### src/rtl/modbus_rtu_read_holding_master_top_macros.svh
// Assertion macros for the Modbus RTU read-holding master.
// Used by the top level only; expects i_clk and i_rst_n in scope.
`ifndef MODBUS_RTU_READ_HOLDING_MASTER_TOP_MACROS_SVH
`define MODBUS_RTU_READ_HOLDING_MASTER_TOP_MACROS_SVH

// same-cycle implication
`define MRH_ASSERT_NOW(lbl, a, c, msg) \
    lbl: assert property (@(posedge i_clk) disable iff (!i_rst_n) (a) |-> (c)) else $error(msg);

// next-cycle implication
`define MRH_ASSERT_NEXT(lbl, a, c, msg) \
    lbl: assert property (@(posedge i_clk) disable iff (!i_rst_n) (a) |=> (c)) else $error(msg);

`endif

### src/rtl/mrh_pkg.sv
// Shared codes and constants for the Modbus RTU read-holding master.
// No dependencies.
`timescale 1ns / 1ps

package mrh_pkg;

    localparam int OP_W   = 2;
    localparam int KIND_W = 2;
    localparam int STAT_W = 2;

    typedef enum logic [OP_W-1:0] {
        OP_START = 2'd0,
        OP_BYTE  = 2'd1,
        OP_TICK  = 2'd2,
        OP_NONE  = 2'd3
    } t_op;

    typedef enum logic [KIND_W-1:0] {
        KIND_REQ  = 2'd0,
        KIND_REG  = 2'd1,
        KIND_STAT = 2'd2
    } t_kind;

    typedef enum logic [STAT_W-1:0] {
        ST_OK      = 2'd0,
        ST_TIMEOUT = 2'd1,
        ST_EXC     = 2'd2,
        ST_CRC     = 2'd3
    } t_stat;

    typedef enum logic [1:0] {
        CFG_SLAVE   = 2'd0,
        CFG_START   = 2'd1,
        CFG_COUNT   = 2'd2,
        CFG_TIMEOUT = 2'd3
    } t_cfg_idx;

    localparam logic [15:0] CRC_INIT    = 16'hFFFF;
    localparam logic [15:0] CRC_POLY    = 16'hA001;
    localparam logic [7:0]  FUNC_RDHOLD = 8'h03;
    localparam int          EXC_BIT     = 7;

    localparam logic [7:0]  SLAVE_RST   = 8'd1;
    localparam logic [15:0] START_RST   = 16'd0;
    localparam logic [4:0]  COUNT_RST   = 5'd1;
    localparam logic [15:0] TIMEOUT_RST = 16'd500;

    localparam int MAX_REGS_DEF = 16;

endpackage

### src/rtl/modbus_rtu_read_holding_master_top.sv
// Modbus RTU function 03 master: request framing, response parsing, timeout.
// Depends on mrh_pkg and modbus_rtu_read_holding_master_top_macros.svh.
//
//   channel | valid        | stall        | payload
//   --------+--------------+--------------+--------------------------------------
//   in      | i_in_valid   | o_in_stall   | i_operation, i_rx_byte
//   out     | o_out_valid  | i_out_stall  | o_kind .. o_last
//   cfg     | i_cfg_we     | -            | i_cfg_index, i_cfg_data
//
// CRC runs one bit per cycle: in S_TXSHIFT for each of the six request bytes and
// in S_RXSHIFT for each response byte ahead of the two CRC bytes. The final byte
// of a good response reads the register store back, one register at a time.
// Input is stalled while that work runs or an item waits to be registered.
// Synchronous active-low reset; no clearing pass.
`timescale 1ns / 1ps
`include "modbus_rtu_read_holding_master_top_macros.svh"

module modbus_rtu_read_holding_master_top #(
    parameter int MAX_REGISTERS = mrh_pkg::MAX_REGS_DEF
) (
    input  logic                       i_clk,
    input  logic                       i_rst_n,
    input  logic                       i_in_valid,
    output logic                       o_in_stall,
    input  logic [mrh_pkg::OP_W-1:0]   i_operation,
    input  logic [7:0]                 i_rx_byte,
    output logic                       o_out_valid,
    input  logic                       i_out_stall,
    output logic [mrh_pkg::KIND_W-1:0] o_kind,
    output logic [7:0]                 o_tx_byte,
    output logic [3:0]                 o_reg_index,
    output logic [15:0]                o_reg_value,
    output logic [mrh_pkg::STAT_W-1:0] o_status,
    output logic [7:0]                 o_exception_code,
    output logic                       o_last,
    input  logic                       i_cfg_we,
    input  logic [1:0]                 i_cfg_index,
    input  logic [15:0]                i_cfg_data
);
    import mrh_pkg::*;

    localparam int NW = $clog2(MAX_REGISTERS + 1);
    localparam int AW = (MAX_REGISTERS > 1) ? $clog2(MAX_REGISTERS) : 1;
    localparam int PW = $clog2(2 * MAX_REGISTERS + 6);

    typedef enum logic [2:0] {
        S_IDLE, S_TXLOAD, S_TXSHIFT, S_TXEMIT, S_RXSHIFT, S_RDREQ, S_RDOUT, S_STAT
    } t_state;

    t_state        r_state;
    logic [7:0]    r_slave;
    logic [15:0]   r_start;
    logic [4:0]    r_count;
    logic [15:0]   r_timeout;
    logic          r_wait;
    logic [PW-1:0] r_pos;
    logic [15:0]   r_crc;
    logic [7:0]    r_func;
    logic [7:0]    r_third;
    logic [7:0]    r_pend;
    logic [15:0]   r_elapsed;
    logic [NW-1:0] r_n;
    logic [NW-1:0] r_idx;
    logic [2:0]    r_i;
    logic [2:0]    r_bit;
    t_stat         r_stat;
    logic [15:0]   r_rd_data;
    logic [15:0]   r_mem [MAX_REGISTERS];

    logic          r_ov;
    logic [1:0]    r_kind;
    logic [7:0]    r_tx;
    logic [3:0]    r_ridx;
    logic [15:0]   r_rval;
    logic [1:0]    r_st;
    logic [7:0]    r_exc;
    logic          r_last;

    logic          w_acc;
    logic          w_out_free;
    logic          w_emit;
    logic [NW-1:0] w_n_eff;
    logic [7:0]    w_req;
    logic [15:0]   w_crc_step;
    logic [PW-1:0] w_lim;
    logic [PW-1:0] w_d;
    logic          w_we;
    logic [AW-1:0] w_waddr;
    logic [15:0]   w_el_nx;

    assign w_acc      = i_in_valid && (r_state == S_IDLE);
    assign w_out_free = !r_ov || !i_out_stall;
    assign w_emit     = w_out_free && ((r_state == S_TXEMIT) || (r_state == S_RDOUT)
                                       || (r_state == S_STAT));
    assign w_crc_step = r_crc[0] ? ((r_crc >> 1) ^ CRC_POLY) : (r_crc >> 1);
    assign w_lim      = PW'({r_n, 1'b0}) + PW'(3);
    assign w_d        = r_pos - PW'(3);
    assign w_el_nx    = (r_elapsed == 16'hFFFF) ? r_elapsed : r_elapsed + 16'd1;

    // zero acts as one, above the store depth clamps to it
    always_comb begin
        if (r_count == 5'd0) begin
            w_n_eff = NW'(1);
        end else if (8'(r_count) > 8'(MAX_REGISTERS)) begin
            w_n_eff = NW'(MAX_REGISTERS);
        end else begin
            w_n_eff = NW'(r_count);
        end
    end

    always_comb begin
        unique case (r_i)
            3'd0:    w_req = r_slave;
            3'd1:    w_req = FUNC_RDHOLD;
            3'd2:    w_req = r_start[15:8];
            3'd3:    w_req = r_start[7:0];
            3'd4:    w_req = 8'(16'(r_n) >> 8);
            3'd5:    w_req = 8'(r_n);
            3'd6:    w_req = r_crc[7:0];
            default: w_req = r_crc[15:8];
        endcase
    end

    // odd data byte completes a register
    assign w_we    = w_acc && r_wait && (t_op'(i_operation) == OP_BYTE)
                     && (r_pos < w_lim) && (r_pos >= PW'(3)) && w_d[0];
    assign w_waddr = AW'(w_d >> 1);

    always_ff @(posedge i_clk) begin
        if (w_we) begin
            r_mem[w_waddr] <= {r_pend, i_rx_byte};
        end
        r_rd_data <= r_mem[r_idx[AW-1:0]];
    end

    always_ff @(posedge i_clk) begin
        if (!i_rst_n) begin
            r_state   <= S_IDLE;
            r_slave   <= SLAVE_RST;
            r_start   <= START_RST;
            r_count   <= COUNT_RST;
            r_timeout <= TIMEOUT_RST;
            r_wait    <= 1'b0;
            r_pos     <= '0;
            r_crc     <= CRC_INIT;
            r_func    <= '0;
            r_third   <= '0;
            r_pend    <= '0;
            r_elapsed <= '0;
            r_n       <= NW'(1);
            r_idx     <= '0;
            r_i       <= '0;
            r_bit     <= '0;
            r_stat    <= ST_OK;
            r_ov      <= 1'b0;
        end else begin
            if (i_cfg_we) begin
                unique case (t_cfg_idx'(i_cfg_index))
                    CFG_SLAVE:   r_slave   <= i_cfg_data[7:0];
                    CFG_START:   r_start   <= i_cfg_data;
                    CFG_COUNT:   r_count   <= i_cfg_data[4:0];
                    CFG_TIMEOUT: r_timeout <= i_cfg_data;
                endcase
            end

            if (w_emit) begin
                r_ov <= 1'b1;
            end else if (!i_out_stall) begin
                r_ov <= 1'b0;
            end

            unique case (r_state)
                S_IDLE: begin
                    if (w_acc) begin
                        priority case (t_op'(i_operation))
                            OP_START: begin
                                r_n       <= w_n_eff;
                                r_wait    <= 1'b1;
                                r_pos     <= '0;
                                r_crc     <= CRC_INIT;
                                r_func    <= '0;
                                r_third   <= '0;
                                r_pend    <= '0;
                                r_elapsed <= '0;
                                r_i       <= '0;
                                r_state   <= S_TXLOAD;
                            end
                            OP_BYTE: begin
                                if (r_wait) begin
                                    if (r_pos < w_lim) begin
                                        r_crc   <= r_crc ^ {8'h00, i_rx_byte};
                                        r_bit   <= '0;
                                        r_state <= S_RXSHIFT;
                                        if (r_pos == PW'(1)) begin
                                            r_func <= i_rx_byte;
                                        end else if (r_pos == PW'(2)) begin
                                            r_third <= i_rx_byte;
                                        end else if (r_pos >= PW'(3) && !w_d[0]) begin
                                            r_pend <= i_rx_byte;
                                        end
                                        r_pos <= r_pos + PW'(1);
                                    end else if (r_pos == w_lim) begin
                                        r_pend <= i_rx_byte;
                                        r_pos  <= r_pos + PW'(1);
                                    end else begin
                                        r_wait <= 1'b0;
                                        r_pos  <= '0;
                                        // exception wins over CRC
                                        if (r_func[EXC_BIT]) begin
                                            r_stat  <= ST_EXC;
                                            r_state <= S_STAT;
                                        end else if ({i_rx_byte, r_pend} != r_crc) begin
                                            r_stat  <= ST_CRC;
                                            r_state <= S_STAT;
                                        end else begin
                                            r_idx   <= '0;
                                            r_state <= S_RDREQ;
                                        end
                                    end
                                end
                            end
                            OP_TICK: begin
                                if (r_wait) begin
                                    r_elapsed <= w_el_nx;
                                    if (w_el_nx >= r_timeout) begin
                                        r_wait  <= 1'b0;
                                        r_stat  <= ST_TIMEOUT;
                                        r_state <= S_STAT;
                                    end
                                end
                            end
                            default: ;
                        endcase
                    end
                end
                S_TXLOAD: begin
                    if (r_i < 3'd6) begin
                        r_crc   <= r_crc ^ {8'h00, w_req};
                        r_bit   <= '0;
                        r_state <= S_TXSHIFT;
                    end else begin
                        r_state <= S_TXEMIT;
                    end
                end
                S_TXSHIFT: begin
                    r_crc <= w_crc_step;
                    r_bit <= r_bit + 3'd1;
                    if (r_bit == 3'd7) begin
                        r_state <= S_TXEMIT;
                    end
                end
                S_TXEMIT: begin
                    if (w_out_free) begin
                        r_kind <= KIND_REQ;
                        r_tx   <= w_req;
                        r_ridx <= '0;
                        r_rval <= '0;
                        r_st   <= ST_OK;
                        r_exc  <= '0;
                        r_last <= (r_i == 3'd7);
                        if (r_i == 3'd7) begin
                            r_crc   <= CRC_INIT;
                            r_state <= S_IDLE;
                        end else begin
                            r_i     <= r_i + 3'd1;
                            r_state <= S_TXLOAD;
                        end
                    end
                end
                S_RXSHIFT: begin
                    r_crc <= w_crc_step;
                    r_bit <= r_bit + 3'd1;
                    if (r_bit == 3'd7) begin
                        r_state <= S_IDLE;
                    end
                end
                S_RDREQ: begin
                    r_state <= S_RDOUT;
                end
                S_RDOUT: begin
                    if (w_out_free) begin
                        r_kind <= KIND_REG;
                        r_tx   <= '0;
                        r_ridx <= 4'(r_idx);
                        r_rval <= r_rd_data;
                        r_st   <= ST_OK;
                        r_exc  <= '0;
                        r_last <= 1'b0;
                        if (r_idx == r_n - NW'(1)) begin
                            r_stat  <= ST_OK;
                            r_state <= S_STAT;
                        end else begin
                            r_idx   <= r_idx + NW'(1);
                            r_state <= S_RDREQ;
                        end
                    end
                end
                S_STAT: begin
                    if (w_out_free) begin
                        r_kind  <= KIND_STAT;
                        r_tx    <= '0;
                        r_ridx  <= '0;
                        r_rval  <= '0;
                        r_st    <= r_stat;
                        r_exc   <= (r_stat == ST_EXC) ? r_third : 8'h00;
                        r_last  <= 1'b1;
                        r_state <= S_IDLE;
                    end
                end
                default: r_state <= S_IDLE;
            endcase
        end
    end

    assign o_in_stall       = (r_state != S_IDLE);
    assign o_out_valid      = r_ov;
    assign o_kind           = r_kind;
    assign o_tx_byte        = r_tx;
    assign o_reg_index      = r_ridx;
    assign o_reg_value      = r_rval;
    assign o_status         = r_st;
    assign o_exception_code = r_exc;
    assign o_last           = r_last;

    `MRH_ASSERT_NOW(a_reg_after_wait, o_out_valid && (o_kind == KIND_REG), !r_wait,
        "register item while response still pending")
    `MRH_ASSERT_NOW(a_last_kind, o_out_valid && o_last,
        (o_kind == KIND_STAT) || (o_kind == KIND_REQ), "last flag on register item")
    `MRH_ASSERT_NEXT(a_start_waits,
        w_acc && (t_op'(i_operation) == OP_START), r_wait && (r_state == S_TXLOAD),
        "start item did not arm the response wait")

endmodule

### config.mk
export PLATFORM = sky130hd
export DESIGN_NAME = modbus_rtu_read_holding_master_top
export DESIGN_NICKNAME = d
export VERILOG_FILES = /design/src/rtl/mrh_pkg.sv /design/src/rtl/modbus_rtu_read_holding_master_top.sv
export VERILOG_INCLUDE_DIRS = /design/src /design/src/rtl
export SDC_FILE = /design/constraint.sdc
export NUM_CORES = 1
export LEC_CHECK = 0
export ABC_AREA = 1
export BUFFER_PORTS_ARGS = -buffer_cell sky130_fd_sc_hd__buf_2
export CORE_UTILIZATION = 41
export CTS_BUF_LIST = sky130_fd_sc_hd__clkbuf_16
export DETAILED_ROUTE_END_ITERATION = 8
export GPL_TIMING_DRIVEN = 0
export PLACE_DENSITY = 0.67
export SLEW_MARGIN = 20
export SYNTH_ARGS = -nofsm -noshare
export SYNTH_HDL_FRONTEND = slang
export SYNTH_SLANG_ARGS = --single-unit
### constraint.sdc
create_clock -name i_clk -period 3.1 [get_ports i_clk]
set_clock_uncertainty 0.1 [all_clocks]
set_input_delay 0.155 -clock i_clk [delete_from_list [all_inputs] [get_ports i_clk]]
set_output_delay 0.155 -clock i_clk [all_outputs]
set_load 0.05 [all_outputs]
# == Word level (Yosys, flattened, before mapping) ==
# Memories as Yosys holds them, arrays and structs flattened. A register that Yosys moved wholly into a read port is not among the register bits.
# Index checks and enable logic that the tools add are counted.
# totals
reg_bits,171
ramBits,256
in_bits,33
n_memories,1
# op_classes
addsub,8
n_lt_le_gt_ge,5
n_eq_ne,71
mux,118
n_bitwise,3
n_reduce_logical,56
# mem_list
name,words,word_bits,rd,rd_clocked_by_memory_dff,wr,line_no,text
r_mem,16,16,1,1,1,modbus_rtu_read_holding_master_top.sv:68,logic [15:0] r_mem [MAX_REGISTERS];
# op_table
cell,n
$mux 16,11
$mux 8,17
$pmux 16 s2,3
$pmux 8 s2,5
$pmux 16 s4,1
$mux 3,20
$pmux 8 s7,1
$mux 5,11
$mux 2,17
$ne 2x2->1 const B,17
$xor 16x8->16,2
$eq 3x3->1 const B,9
$ne 2x1->1 const B,12
$pmux 3 s8,1
$reduce_and 11->1,2
$ne 3x3->1 const B,7
$reduce_and 4->1,5
$mux 6,3
$pmux 3 s3,2
$add 16x1->16 const B,1
$eq 16x16->1 const B,1
$ge 16x16->1,1
$ne 16x16->1,1
$reduce_and 8->1,2
49 further kinds,109

# == Longest topological paths before layout ==
# Gate-level depths: netlist (run 1).
# logic_depth
word_depth,9
mapped_depth,21
depth_no_buf,20

# == Worst setup path after synthesis (run 1) ==
# No wires, ideal clock.
# synth_timing
kind,register -> register
from,register r_n[0]
to,memory r_mem[0][0] (enable)
setup_time_ps,388
arrival_time_ps,2504
required_time_ps,2612
slack_ps,107
stages_incl_launch_ff,11
period_less_slack_ps,2993
path_cell_list,dfxtp_1 > ha_1 > nand3_1 > xor2_1 > ha_1 > nand2_1 > o21bai_1 > nand3_2 > nor2_1 > nand3_1 > nor2_1
# synth_between
elab_chain_cells,7
# synth_rtl
element,line_no,text
"start, declared",modbus_rtu_read_holding_master_top.sv:62,logic [NW-1:0] r_n;
"start signal, assigned",modbus_rtu_read_holding_master_top.sv:177,r_n <= w_n_eff;
$add 6x2->6,modbus_rtu_read_holding_master_top.sv:96,"assign w_lim = PW'({r_n, 1'b0}) + PW'(3);"
$lt 6x6->1,modbus_rtu_read_holding_master_top.sv:126,&& (r_pos < w_lim) && (r_pos >= PW'(3)) && w_d[0];
$logic_and 1x1->1 (3 in series),modbus_rtu_read_holding_master_top.sv:126,
$mux 1,modbus_rtu_read_holding_master_top.sv:130,if (w_we) begin
$mux 1 (implied by the code),modbus_rtu_read_holding_master_top.sv:131,"r_mem[w_waddr] <= {r_pend, i_rx_byte};"
"end, declared",modbus_rtu_read_holding_master_top.sv:68,
# No other way between the ends.

# == Final worst setup path (run 1) ==
# layout_timing
from,register r_n[0]
to,memory r_mem[4][2] (enable)
# The elaborated chain is that of the path after synthesis.

==> impl_metrics.yaml, run 1 <==
logic_synthesis:
  async_flop_share_pct: 0
  ys_warn_count: 0
  synth_common_cells: "317 x nor2_1, 315 x nand2_1, 297 x edfxtp_1"
  synthFlopType: "edfxtp_1"
  synth.top_cells.by_area: "edfxtp_1 46%, dfxtp_1 14%, nor2_1 6.2%"
  ys_types: 45
  synth_seq_area_share_pct: 60.9
  synth_edf_count: 297
  synth.top_cell.area_share_pct: 46.4
  yosys.area.top_type: "edfxtp_1"
  synth_seq_cells: 436
  yosysMostFrequentCell: "nor2_1"
  syn_area_per_cell_sq_um: 9.63
  synth_area_sq_um: 19200
  synth_cells: 1997
  syn-num-nets: 2070
final_layout:
  drive_above_1_share_pct: 12.0
  n_fill_cell: 4183
  seq_area_sq_um: 11700
  antenna_cells: 0
  nets: 2268
  multiInputGateArea_sq_um: 6680
  syn_to_final_growth_pct: 19.1
  final_cells: 2831
clock_network:
  clk_pin_slew_ns: 0.06
  cts_sinks: 436
  cts.path.max_buffers: 3
  clock-root-buffer: "clkbuf_16"
  cts_made_buffers: 45
  cts_tree: "yes"
  clk_latency_ns: 0.59
  h-tree-depth: 2
run_status:
  status: "completed"
sta:
  finalHoldViolations: 0
  setup_violations: 0
  finalCritPeriodShare_pct: 96.8
  rsz0062_at_grt: "true"
  setup_ws_ns: 0.100
  relSlewSlack_pct: 30.3
  fmax_mhz: 333
  post-route-min-period_ns: 3.00
  slew_viol_final: 0
  tightest_slew_ns: 1.04
grt:
  grtUsageTotal_pct: 23.4
  grt_pass1_vias: 14600
  grt_max_degree: 22
  antenna_found_initial: 1
  grt_pass1_wl_microns: 84900
  grt_remaining_overflow: 0
pwr:
  power_leakage_uw: 0.00881
  power.total_uw: 15700
  vdd_drop_max_mv: 0.483
  power-per-cell-area_nw_per_um2: 686
die:
  num_io_pins: 76
  num_rows: 78
  coreArea_sq_um: 45800
  start_util_pct: 42.0
  dieWidth_microns: 219
  fp.dieH_microns: 219
  dieArea_sq_um: 47800
placement:
  dp_slack_ns: -0.436
  gp_congestion: 0.933
  portBuffers: 75
  dp_hpwl_microns: 38900
  dp.cells: 2690
critical_path:
  crit_required_ns: 3.27
  regToRegSetupSlack_ns: 0.10
  critPathLaunch: "r_n[0]"
  cp_slowest_stage_delay_ns: 0.44
  crit_type: "reg -> reg"
  critical_path.endpoint_type: "flip-flop"
  arrival_ns: 3.17
  worst_r2r_path_depth: 11
  critPathSlowestCell: "dfxtp_2"
  path_cells: "ha_1 > nand3_1 > xor2_1 > ha_1 > nand2_1 > o21bai_1 > nand3_2 > nor2_4 > nand3_2 > nor2_4 > buf_6"
  worstReg2RegEnd: "r_mem[4][2]"
  start_kind: "flip-flop"
  r2r_start: "r_n[0]"
  cp-endpoint: "r_mem[4][2]"
  critPathMaxFanout: 8
route:
  wl_microns: 55900
  dr.pass1.iters: 7
  wl_per_cell_microns: 19.8
  drc_errors: 0
  drt.antenna.violating_nets: 0
  vias: 15300
  vias_per_cell: 5.42
  drt_iter0_drc: 1493
job:
  maxCapViolations: 0
min_path:
  hp-class: "in -> reg"
==> critical path, delay by kind of cell, from the launching register on <==
kind / cells / cell delay (ns)
XOR/XNOR: 1 / 0.16
buffers and inverters: 1 / 0.19
flip-flops: 1 / 0.44
adder cells (fa/ha/maj): 2 / 0.51
AO/OA/AOI/OAI: 1 / 0.15
AND/OR/NAND/NOR: 6 / 1.13
==> per-stage QoR <==
step                      TNS, ns  utilization [%]  area, sq um  hold WS [ns]
final                           0             50.0        22900         0.289
after global routing        -2.82             50.0        22900         0.296
after CTS                       0             49.8        22800         0.251
after detailed placement   -59.35             45.0        20600         0.309
after global placement    -237.61             44.5        20300         0.310
after floorplan                 0                -        19200         0.154
==> metal layers <==
layer	track usage (%)	wire length, microns
met1	31.0	23300
met2	38.5	26600
met4	8.60	1900
met5	0	14
met3	4.02	4200
==> area by class of cell <==
| cell class | instances | share of cell area (%) |
|---|---|---|
| multi-input cells | 1293 | 29.2 |
| plain buffers | 87 | 1.67 |
| clock inverters | 36 | 1.51 |
| inverters | 181 | 2.97 |
| well taps | 600 | 3.28 |
| clock buffers | 47 | 5.14 |
| repair buffers | 151 | 5.15 |
| flip-flops and latches | 436 | 51.1 |
==> how the worst min path moves through the flow <==
stage                   start            to  slack (ns)  depth (start not counted)
6_report        i_cfg_data[8]  r_timeout[8]        0.29                          4
5_1_grt        i_cfg_data[10]   r_start[10]        0.30                          4
4_1_cts        i_cfg_data[12]   r_start[12]        0.25                          4
3_5_place_dp   i_cfg_data[15]   r_start[15]        0.31                          3
3_3_place_gp   i_cfg_data[15]   r_start[15]        0.31                          3
2_1_floorplan    i_rx_byte[0]   r_mem[0][0]        0.15                          0
==> what timing repair did <==
item,4_1_cts,5_1_grt
hold endpoints to repair,180,0
pin swaps,8,8
resized for setup,25,14
setup endpoints to repair,253,231
setup buffers,12,7
gates cloned,0,0
hold buffers,39,0
==> cells in the final DEF (no fill, tap or decap), types with 63 or more instances in the layout <==
| master | n |
|---|---|
| nand2_1 | 313 |
| nor2_1 | 298 |
| edfxtp_1 | 297 |
| o21ai_0 | 233 |
| inv_1 | 177 |
| dfxtp_1 | 136 |
| a21oi_1 | 101 |
| buf_2 | 88 |
| nand3_1 | 69 |
| clkbuf_1 | 63 |
==> flip-flops by register name, summed over array words and instances, names as in the netlist, 4 cells and up <==
signal	cells
r_slave	8
r_mem	256
r_pend	8
r_crc	16
r_third	8
r_rd_data	16
r_idx	5
o_reg_value	16
r_pos	6
o_reg_index	4
o_exception_code	8
r_start	16
r_timeout	16
o_tx_byte	8
r_n	5
r_elapsed	16
r_count	5
==> power breakdown <==
| part | switching (uW) | internal [uW] |
|---|---|---|
| sequential | 325 | 6540 |
| combinational | 2280 | 975 |
| clock | 2340 | 3260 |
==> logic make-up (layout without fill, tap and decap cells) <==
group                    Yosys count  in the layout  synth area share [%]
AND/OR/NAND/NOR                  763            763                  16.2
AO/OA/AOI/OAI                    464            464                  13.6
flip-flops                       436            436                  60.9
buffers and inverters            268            502                  5.53
adder cells (fa/ha/maj)           40             40                  2.60
XOR/XNOR                          26             26                  1.18
(Power assumes the default switching activity.)
==> run 2, diff against run 1 <==
==> constraint.sdc (replaced) <==
create_clock -name i_clk -period 2.5 [get_ports i_clk]
set_clock_uncertainty 0.1 [all_clocks]
set_input_delay 0.125 -clock i_clk [delete_from_list [all_inputs] [get_ports i_clk]]
set_output_delay 0.125 -clock i_clk [all_outputs]
set_load 0.05 [all_outputs]
==> impl_metrics.yaml, run 2 (synthesized netlist as in run 1, its figures left out) <==
run_status:
  status: "finished with violations"
  violations: "setup timing"
route:
  dr.pass1.iters: 5
  drc_errors: 0
  vias_per_cell: 5.45
  drt_iter0_drc: 1366
  drt.antenna.violating_nets: 0
  wl_per_cell_microns: 19.9
  vias: 15700
  wl_microns: 57200
critical_path:
  critPathMaxFanout: 16
  critPathSlowestCell: "dfxtp_4"
  critPathBufInv: 6
  critical_path.endpoint_type: "flip-flop"
  cp_slowest_stage_delay_ns: 0.38
  crit_type: "reg -> reg"
  cpLargestDelayFamily: "buffers and inverters"
  arrival_ns: 3.01
  crit_required_ns: 2.69
  critPathLaunch: "r_n[0]"
  r2r_start: "r_n[0]"
  path_cells: "ha_4 > buf_4 > xnor2_1 > ha_1 > nand2_1 > inv_1 > o21bai_4 > nand3_4 > nor2_4 > buf_6 > buf_6 > nand3_4 > buf_12 > nor2_4 > buf_12"
  start_kind: "flip-flop"
sta:
  setup_ws_ns: -0.322
  post-route-min-period_ns: 2.82
  slew_viol_final: 0
  setup_violations: 272
  tightest_slew_ns: 0.903
  fmax_mhz: 354
  relSlewSlack_pct: 39.7
  finalCritPeriodShare_pct: 113
  finalHoldViolations: 0
  rsz0062_at_grt: "true"
die:
  dieArea_sq_um: 47800
  fp.dieH_microns: 219
  coreArea_sq_um: 45800
  dieWidth_microns: 219
  num_io_pins: 76
  num_rows: 78
  start_util_pct: 42.0
final_layout:
  multiInputGateArea_sq_um: 7200
  final_cell_area_sq_um: 24100
  nets: 2308
  seq_area_sq_um: 11700
  layout_common_cells: "297 x edfxtp_1, 292 x nand2_1, 288 x nor2_1"
  largest_register: "r_mem"
  syn_to_final_growth_pct: 25.2
  n_fill_cell: 3938
  final_common_cell: "edfxtp_1"
  drive_above_1_share_pct: 18.3
  largest_reg_flops: 256
job:
  maxCapViolations: 0
grt:
  grt_remaining_overflow: 0
  grt_max_degree: 22
  grt_pass1_wl_microns: 86600
  grtUsageTotal_pct: 23.8
  antenna_found_initial: 2
  grt_pass1_vias: 15300
placement:
  dp_slack_ns: -0.513
  gp_congestion: 0.953
  dp_hpwl_microns: 37900
  portBuffers: 75
  placed_area_sq_um: 20600
min_path:
  hp-class: "in -> reg"
  hold_start: "i_operation[1]"
clock_network:
  cts.path.max_buffers: 3
  clock-root-buffer: "clkbuf_16"
  cts_tree: "yes"
  clk_latency_ns: 0.59
  h-tree-depth: 2
  clk_pin_slew_ns: 0.06
  cts_sinks: 436
  cts_made_buffers: 47
pwr:
  vdd_drop_max_mv: 0.541
  power_leakage_uw: 0.00917
  power-per-cell-area_nw_per_um2: 824
run 2: worst register-to-register path: stages (launching register included):
cell      delay [ns]
dfxtp_4         0.38
ha_4            0.17
buf_4           0.13
xnor2_1         0.12
ha_1            0.32
nand2_1         0.07
inv_1           0.05
o21bai_4        0.14
nand3_4         0.10
nor2_4          0.14
buf_6           0.13
buf_6           0.10
nand3_4         0.11
buf_12          0.16
nor2_4          0.12
buf_12          0.18
run 2: metrics by stage:
step	total power, uW	std cells	utilization (%)	setup TNS [ns]	hold slack (ns)
final	19800	2875	52.6	-59.06	0.0531
after global routing	20600	2874	52.6	-83.95	0.0990
after CTS	19600	2848	51.6	-26.68	0.0211
after detailed placement	12600	2673	45.1	-126.91	0.286
after global placement	12500	2672	45.0	-122.20	0.280
after floorplan	11300	1997	-	-13.39	0.124
run 2: power by group:
part	total [uW]	internal [uW]	switching, uW
Combinational	4400	1380	3020
Sequential	8500	8100	401
Clock	6930	3900	3030
run 2: metal layers:
metal / track usage (%) / routed length (microns) / vias up
li1: - / - / 7371
met1: 31.0 / 23700 / 7580
met2: 40.1 / 27800 / 611
met3: 3.77 / 3890 / 111
met4: 8.21 / 1800 / 2
met5: 0 / 8 / -
run 2: what timing repair did:
action	in CTS	in global routing
pin swaps	54	32
gates resized for setup	90	83
hold endpoints to repair	183	0
hold buffers	38	0
setup buffers	45	21
cloned	4	5
setup endpoints to repair	299	322
run 2: final timing paths:
kind                                     end  slack [ns]  depth (start not counted)
worst max-delay path            r_mem[2][10]       -0.32                         15
worst min-delay path                  r_wait        0.05                          6
worst max register to register  r_mem[2][10]       -0.32                         15
worst min register to register    r_third[6]        0.36                          2
run 2: area by class of cell:
type,instances,share of cell area (%)
tap,600,3.12
antenna,1,0.0104
clock inverter,41,1.55
clock buffer,47,4.89
multi-input combinational,1293,29.9
timing repair buffer,189,7.18
buffer,87,1.66
sequential,436,48.8
inverter,181,2.88
